`config.mk`:
```
export PLATFORM = sky130hd
export DESIGN_NAME = gdet_arith
export DESIGN_NICKNAME = d
export VERILOG_FILES = /design/src/hdl/gdet_pkg.sv /design/src/hdl/gdet_arith.sv
export SDC_FILE = /design/constraint.sdc
export NUM_CORES = 2
export LEC_CHECK = 0
export BUFFER_PORTS_ARGS = -buffer_cell sky130_fd_sc_hd__buf_2
export CAP_MARGIN = 0
export CORE_MARGIN = 4
export CORE_UTILIZATION = 30
export DETAILED_ROUTE_END_ITERATION = 16
export GPL_TIMING_DRIVEN = 1
export MAX_ROUTING_LAYER = met4
export PLACE_DENSITY_LB_ADDON = 0.05
export REMOVE_ABC_BUFFERS = 1
export SYNTH_ARGS = -nofsm -noshare
export SYNTH_HDL_FRONTEND = slang
export SYNTH_SLANG_ARGS = --single-unit
```
`constraint.sdc`:
```
create_clock -name clock -period 32.1 [get_ports clock]
set_input_delay 6.42 -clock clock [delete_from_list [all_inputs] [get_ports clock]]
set_output_delay 6.42 -clock clock [all_outputs]
set_load 0.03 [all_outputs]
```
`src/hdl/gdet_pkg.sv`:
```
// ----------------------------------------------------------------------------
// gdet_pkg: shared constants and helper functions for the determinant core
// Fixed-point constants, field widths and the size limit default.
// ----------------------------------------------------------------------------
package gdet_pkg;

   localparam int MAX_SIZE_DEFAULT = 8;
   localparam int ELEM_W  = 32;
   localparam int WORD_W  = 64;
   localparam int SIZE_W  = 4;

   localparam logic [WORD_W-1:0] Q_ONE = 64'h0000_0001_0000_0000;
   localparam logic [WORD_W-1:0] S_MAX = 64'h7FFF_FFFF_FFFF_FFFF;
   localparam logic [WORD_W-1:0] S_MIN = 64'h8000_0000_0000_0000;

   // Magnitude of a two's complement word
   function automatic logic [WORD_W-1:0] mag_of(input logic [WORD_W-1:0] x);
      return x[WORD_W-1] ? (~x + 64'd1) : x;
   endfunction

   // Signed result from magnitude, with saturation
   function automatic logic [WORD_W:0] from_mag(input logic [WORD_W-1:0] m,
                                                input logic neg);
      logic [WORD_W:0] r;
      if (neg) begin
         if (m > S_MIN) r = {1'b1, S_MIN};
         else           r = {1'b0, ~m + 64'd1};
      end else begin
         if (m > S_MAX) r = {1'b1, S_MAX};
         else           r = {1'b0, m};
      end
      return r;
   endfunction

endpackage

```
`src/hdl/gdet_arith.sv`:
```
// ----------------------------------------------------------------------------
// gdet_arith: shared Q32.32 multiply / divide unit
// Multiply in four 32x32 partial products, one per cycle; divide by
// restoring long division, one quotient bit per cycle. Saturates on overflow.
// ----------------------------------------------------------------------------
module gdet_arith
   import gdet_pkg::*;
(
   input  logic              clock,
   input  logic              reset,
   input  logic              go,
   input  logic              is_div,
   input  logic [WORD_W-1:0] op_a,
   input  logic [WORD_W-1:0] op_b,
   output logic              done,
   output logic [WORD_W-1:0] result,
   output logic              ovf
);
   typedef enum logic [1:0] {S_IDLE, S_MUL, S_DIV, S_FIN} state_type;
   state_type state_ff;
   logic [6:0]   cnt_ff;
   logic         neg_ff, div_ff;
   logic [WORD_W-1:0] ma_ff, mb_ff, q_ff, lo_ff;
   logic [WORD_W:0]   r_ff;
   logic [127:0] acc_ff;
   logic         done_ff;
   logic [WORD_W-1:0] res_ff;
   logic         ovf_ff;

   logic [31:0] pa, pb;
   logic [63:0] pp;
   logic [WORD_W:0] r_sh;
   logic [WORD_W:0] fm;
   logic [WORD_W-1:0] qmag;
   logic [WORD_W-1:0] mag_a;

   assign mag_a = mag_of(op_a);

   always_comb begin
      unique case (cnt_ff[1:0])
         2'd0: begin pa = ma_ff[31:0];  pb = mb_ff[31:0];  end
         2'd1: begin pa = ma_ff[31:0];  pb = mb_ff[63:32]; end
         2'd2: begin pa = ma_ff[63:32]; pb = mb_ff[31:0];  end
         default: begin pa = ma_ff[63:32]; pb = mb_ff[63:32]; end
      endcase
      pp = {32'd0, pa} * {32'd0, pb};
      r_sh = {r_ff[WORD_W-1:0], lo_ff[WORD_W-1]};
      if (div_ff) qmag = q_ff;
      else if (acc_ff[127:96] != 32'd0) qmag = '1;
      else qmag = acc_ff[95:32];
      fm = from_mag(qmag, neg_ff);
   end

   always_ff @(posedge clock) begin
      if (reset) begin
         state_ff <= S_IDLE;
         done_ff  <= 1'b0;
      end else begin
         done_ff <= 1'b0;
         unique case (state_ff)
            S_IDLE: if (go) begin
               neg_ff <= op_a[WORD_W-1] ^ op_b[WORD_W-1];
               ma_ff  <= mag_a;
               mb_ff  <= mag_of(op_b);
               div_ff <= is_div;
               acc_ff <= '0;
               q_ff   <= '0;
               cnt_ff <= '0;
               r_ff   <= {33'd0, mag_a[63:32]};
               lo_ff  <= {mag_a[31:0], 32'd0};
               state_ff <= is_div ? S_DIV : S_MUL;
            end
            S_MUL: begin
               unique case (cnt_ff[1:0])
                  2'd0: acc_ff <= acc_ff + {64'd0, pp};
                  2'd1, 2'd2: acc_ff <= acc_ff + {32'd0, pp, 32'd0};
                  default: acc_ff <= acc_ff + {pp, 64'd0};
               endcase
               cnt_ff <= cnt_ff + 7'd1;
               if (cnt_ff[1:0] == 2'd3) state_ff <= S_FIN;
            end
            S_DIV: begin
               if (cnt_ff == 7'd0 && (mb_ff == '0 || r_ff[WORD_W-1:0] >= mb_ff)) begin
                  // zero divisor gives zero; too-large quotient saturates
                  if (mb_ff == '0) begin
                     res_ff <= '0; ovf_ff <= 1'b0; done_ff <= 1'b1;
                     state_ff <= S_IDLE;
                  end else begin
                     q_ff <= '1; cnt_ff <= 7'd64; state_ff <= S_FIN;
                  end
               end else begin
                  lo_ff <= lo_ff << 1;
                  q_ff  <= {q_ff[WORD_W-2:0], r_sh >= {1'b0, mb_ff}};
                  r_ff  <= (r_sh >= {1'b0, mb_ff}) ? r_sh - {1'b0, mb_ff} : r_sh;
                  cnt_ff <= cnt_ff + 7'd1;
                  if (cnt_ff == 7'd63) state_ff <= S_FIN;
               end
            end
            default: begin
               res_ff <= fm[WORD_W-1:0];
               ovf_ff <= fm[WORD_W];
               done_ff <= 1'b1;
               state_ff <= S_IDLE;
            end
         endcase
      end
   end

   assign done = done_ff;
   assign result = res_ff;
   assign ovf = ovf_ff;
endmodule

```
==> flow_metrics.tcl <==
set metrics [dict create \
    status "finished clean" \
    yosysWarnings 0 \
    ys_seq_area_share_pct 19.2 \
    synth.top_cells.by_area "fa_1 23%, edfxtp_1 19%, ha_1 10%" \
    grt_pass1_vias 66700 \
    cp_max_fo 63 \
    die_w_um 514 \
    synthCells 8838 \
    path_clk_slew_ns 0.06 \
    tightest_slew_ns 1.37 \
    syn_to_final_growth_pct 10.2 \
    nNetsFinal 10500 \
    synth_edf_count 490 \
    critPathCaptureType "register" \
    first_pass_iters 6 \
    antenna_found_initial 25 \
    drtAntennaViolNets 0 \
    drt-initial-drc-count 6640 \
    fin_setup_tns_ns 0 \
    clock_latency_ns 0.73 \
    worstSetupPathType "reg -> reg" \
    async_flop_share_pct 0 \
    ys_seq_elements 493 \
    slew_viol_final 0 \
    cts_resized 0 \
    wl_per_cell_um 27.8 \
    timing.slew.headroom_pct 7.79 \
    pre_cts_slack_ns 15.29 \
    io_buffer_count 197 \
    post-cts-setup-buffer-count 0 \
    hold_buffers 0 \
    min_path_type "reg -> reg" \
    slowest_stage "o41ai_1" \
    setup_viol 0 \
    tritoncts "built" \
    clockRootBuffer "clkbuf_16" \
    yosys.cell_types.count 103 \
    cts_sinks 493 \
    drv_cap 0 \
    fp.dieH_um 514 \
    avgSynthCellArea_um2 8.69 \
    cts_buffer_depth 3 \
    fin_crit_ns 17.01 \
    ios 198 \
    viasPerCell 5.43 \
    drive_gt1_share_pct 8.45 \
    htreeDepth 3 \
    coreArea_um2 254000 \
    synth_top_area_cell "fa_1" \
    ys.flop_type "edfxtp_1" \
    finalCritPeriodShare_pct 53.0 \
    grt-ovfl-total 0 \
    cts_buffers 71 \
    path_common_cell "fa_1" \
    required_ns 32.58 \
    arrival_ns 17.49 \
    post-dp-hpwl_um 275000 \
    critPathMaxStageDelay_ns 0.94 \
    setup_slack_ns 15.09 \
    grt_setup_unrepaired "no" \
    cp-start-kind "register" \
    drc 0 \
    synth_top_area_share_pct 23.5 \
    rows 185 \
    drt_wl_total_um 342000 \
    max_freq_mhz 58.8 \
    netlist_area_um2 76800 \
    dieArea_um2 264000 \
    start_util_pct 30.2 \
    routabilityCongestion 0.913 \
    finalClockSkew_ns 0.0593 \
    num_vias 66700 \
    track_usage_pct 26.3 \
    grt_pass1_wl_um 495000 \
    fillers 26800 \
    hold_viol 0 \
    grt_max_degree 95 \
]
==> per-stage QoR <==
stage / instances / hold slack (ns) / utilization (%) / area [µm²]
floorplan: 8406 / 0.481 / - / 75200
global placement: 12200 / 0.514 / 32.4 / 82300
detailed placement: 12200 / 0.516 / 32.4 / 82300
CTS: 12300 / 0.525 / 33.3 / 84600
global route: 12300 / 0.554 / 33.3 / 84700
finish: 12300 / 0.519 / 33.3 / 84700
==> registers in the layout (all words and copies together) (netlist names) <==
signal    cells
acc_ff      128
ma_ff        64
mb_ff        64
q_ff         64
r_ff         64
result       64
lo_ff        32
cnt_ff        7
state_ff      2
div_ff        1
done          1
neg_ff        1
ovf           1
==> kinds of logic after synthesis <==
family	Yosys count	share of synthesized area [%]
adders and majority gates	1514	33.5
buffers and inverters	1516	7.46
xor gates and xnor gates	550	6.27
AOI/OAI and AO/OA	1748	14.8
DFF	493	19.2
muxes	139	1.92
and+or+nand+nor	2878	16.8
==> area by class of cell <==
type                       instances  area (µm²)  area share [%]
multi-input combinational       6829       56900            67.2
sequential                       493       14800            17.5
timing repair buffer             386        2420            2.86
tap                             3366        4210            4.97
inverter                        1084        4070            4.81
antenna                            5        12.5          0.0148
clock buffer                      88        1860            2.20
clock inverter                    40         442           0.522
==> worst max-delay path: cells and delay by family (launching register included) <==
| family | cells | cell delay (ns) |
|---|---|---|
| buf+inv | 12 | 2.72 |
| xor+xnor | 2 | 0.93 |
| fa+ha+maj | 11 | 5.13 |
| mux | 1 | 0.36 |
| simple gates | 9 | 2.78 |
| compound gates | 12 | 4.29 |
| flops | 1 | 0.48 |
==> cell usage after synthesis, drive strengths merged, types with 63 or more instances <==
cell and count:
fa 900, a21oi 498, nand3 134, mux2 66, xor2 173, xnor2 377
ha 614, inv 1082, clkbuf 394, nor3 97, edfxtp 490, nand2 940
nand2b 83, and3 63, o21ai 388, a31oi 73, a21o 186, nand4 135
a211oi 91, nor2 1111, mux2i 73, a221oi 77
==> layout by cell type (no fill, tap or decap), drive strengths merged, types with 63 or more instances in the layout <==
master,instances
a211oi,91
a21o,186
a21oi,498
a221oi,77
a31oi,73
and3,63
buf,386
clkbuf,88
edfxtp,490
fa,900
ha,614
inv,1084
mux2,66
mux2i,73
nand2,940
nand2b,83
nand3,134
nand4,135
nor2,1111
nor3,97
o21ai,388
xnor2,377
xor2,173
==> path summary, 6_finish.rpt <==
check | from | slack [ns] | depth (start not counted) | end
max reg2reg | cnt_ff[0] | 15.09 | 47 | acc_ff[90]
min | state_ff[0] | 0.52 | 2 | state_ff[0]
max | cnt_ff[0] | 15.09 | 47 | acc_ff[90]
min reg2reg | state_ff[0] | 0.52 | 2 | state_ff[0]
==> layer usage <==
metal / global-route usage, % / part of all wire (%) / wire [µm]
met4: 4.64 / 1.8 / 6320
met1: 39.2 / 49 / 168000
met3: 3.95 / 6.5 / 22300
met5: - / 0 / 0
met2: 37.8 / 43 / 146000
Power is not shown: default switching activity piles up to over one toggle a cycle in this logic, so the estimate is an artifact.
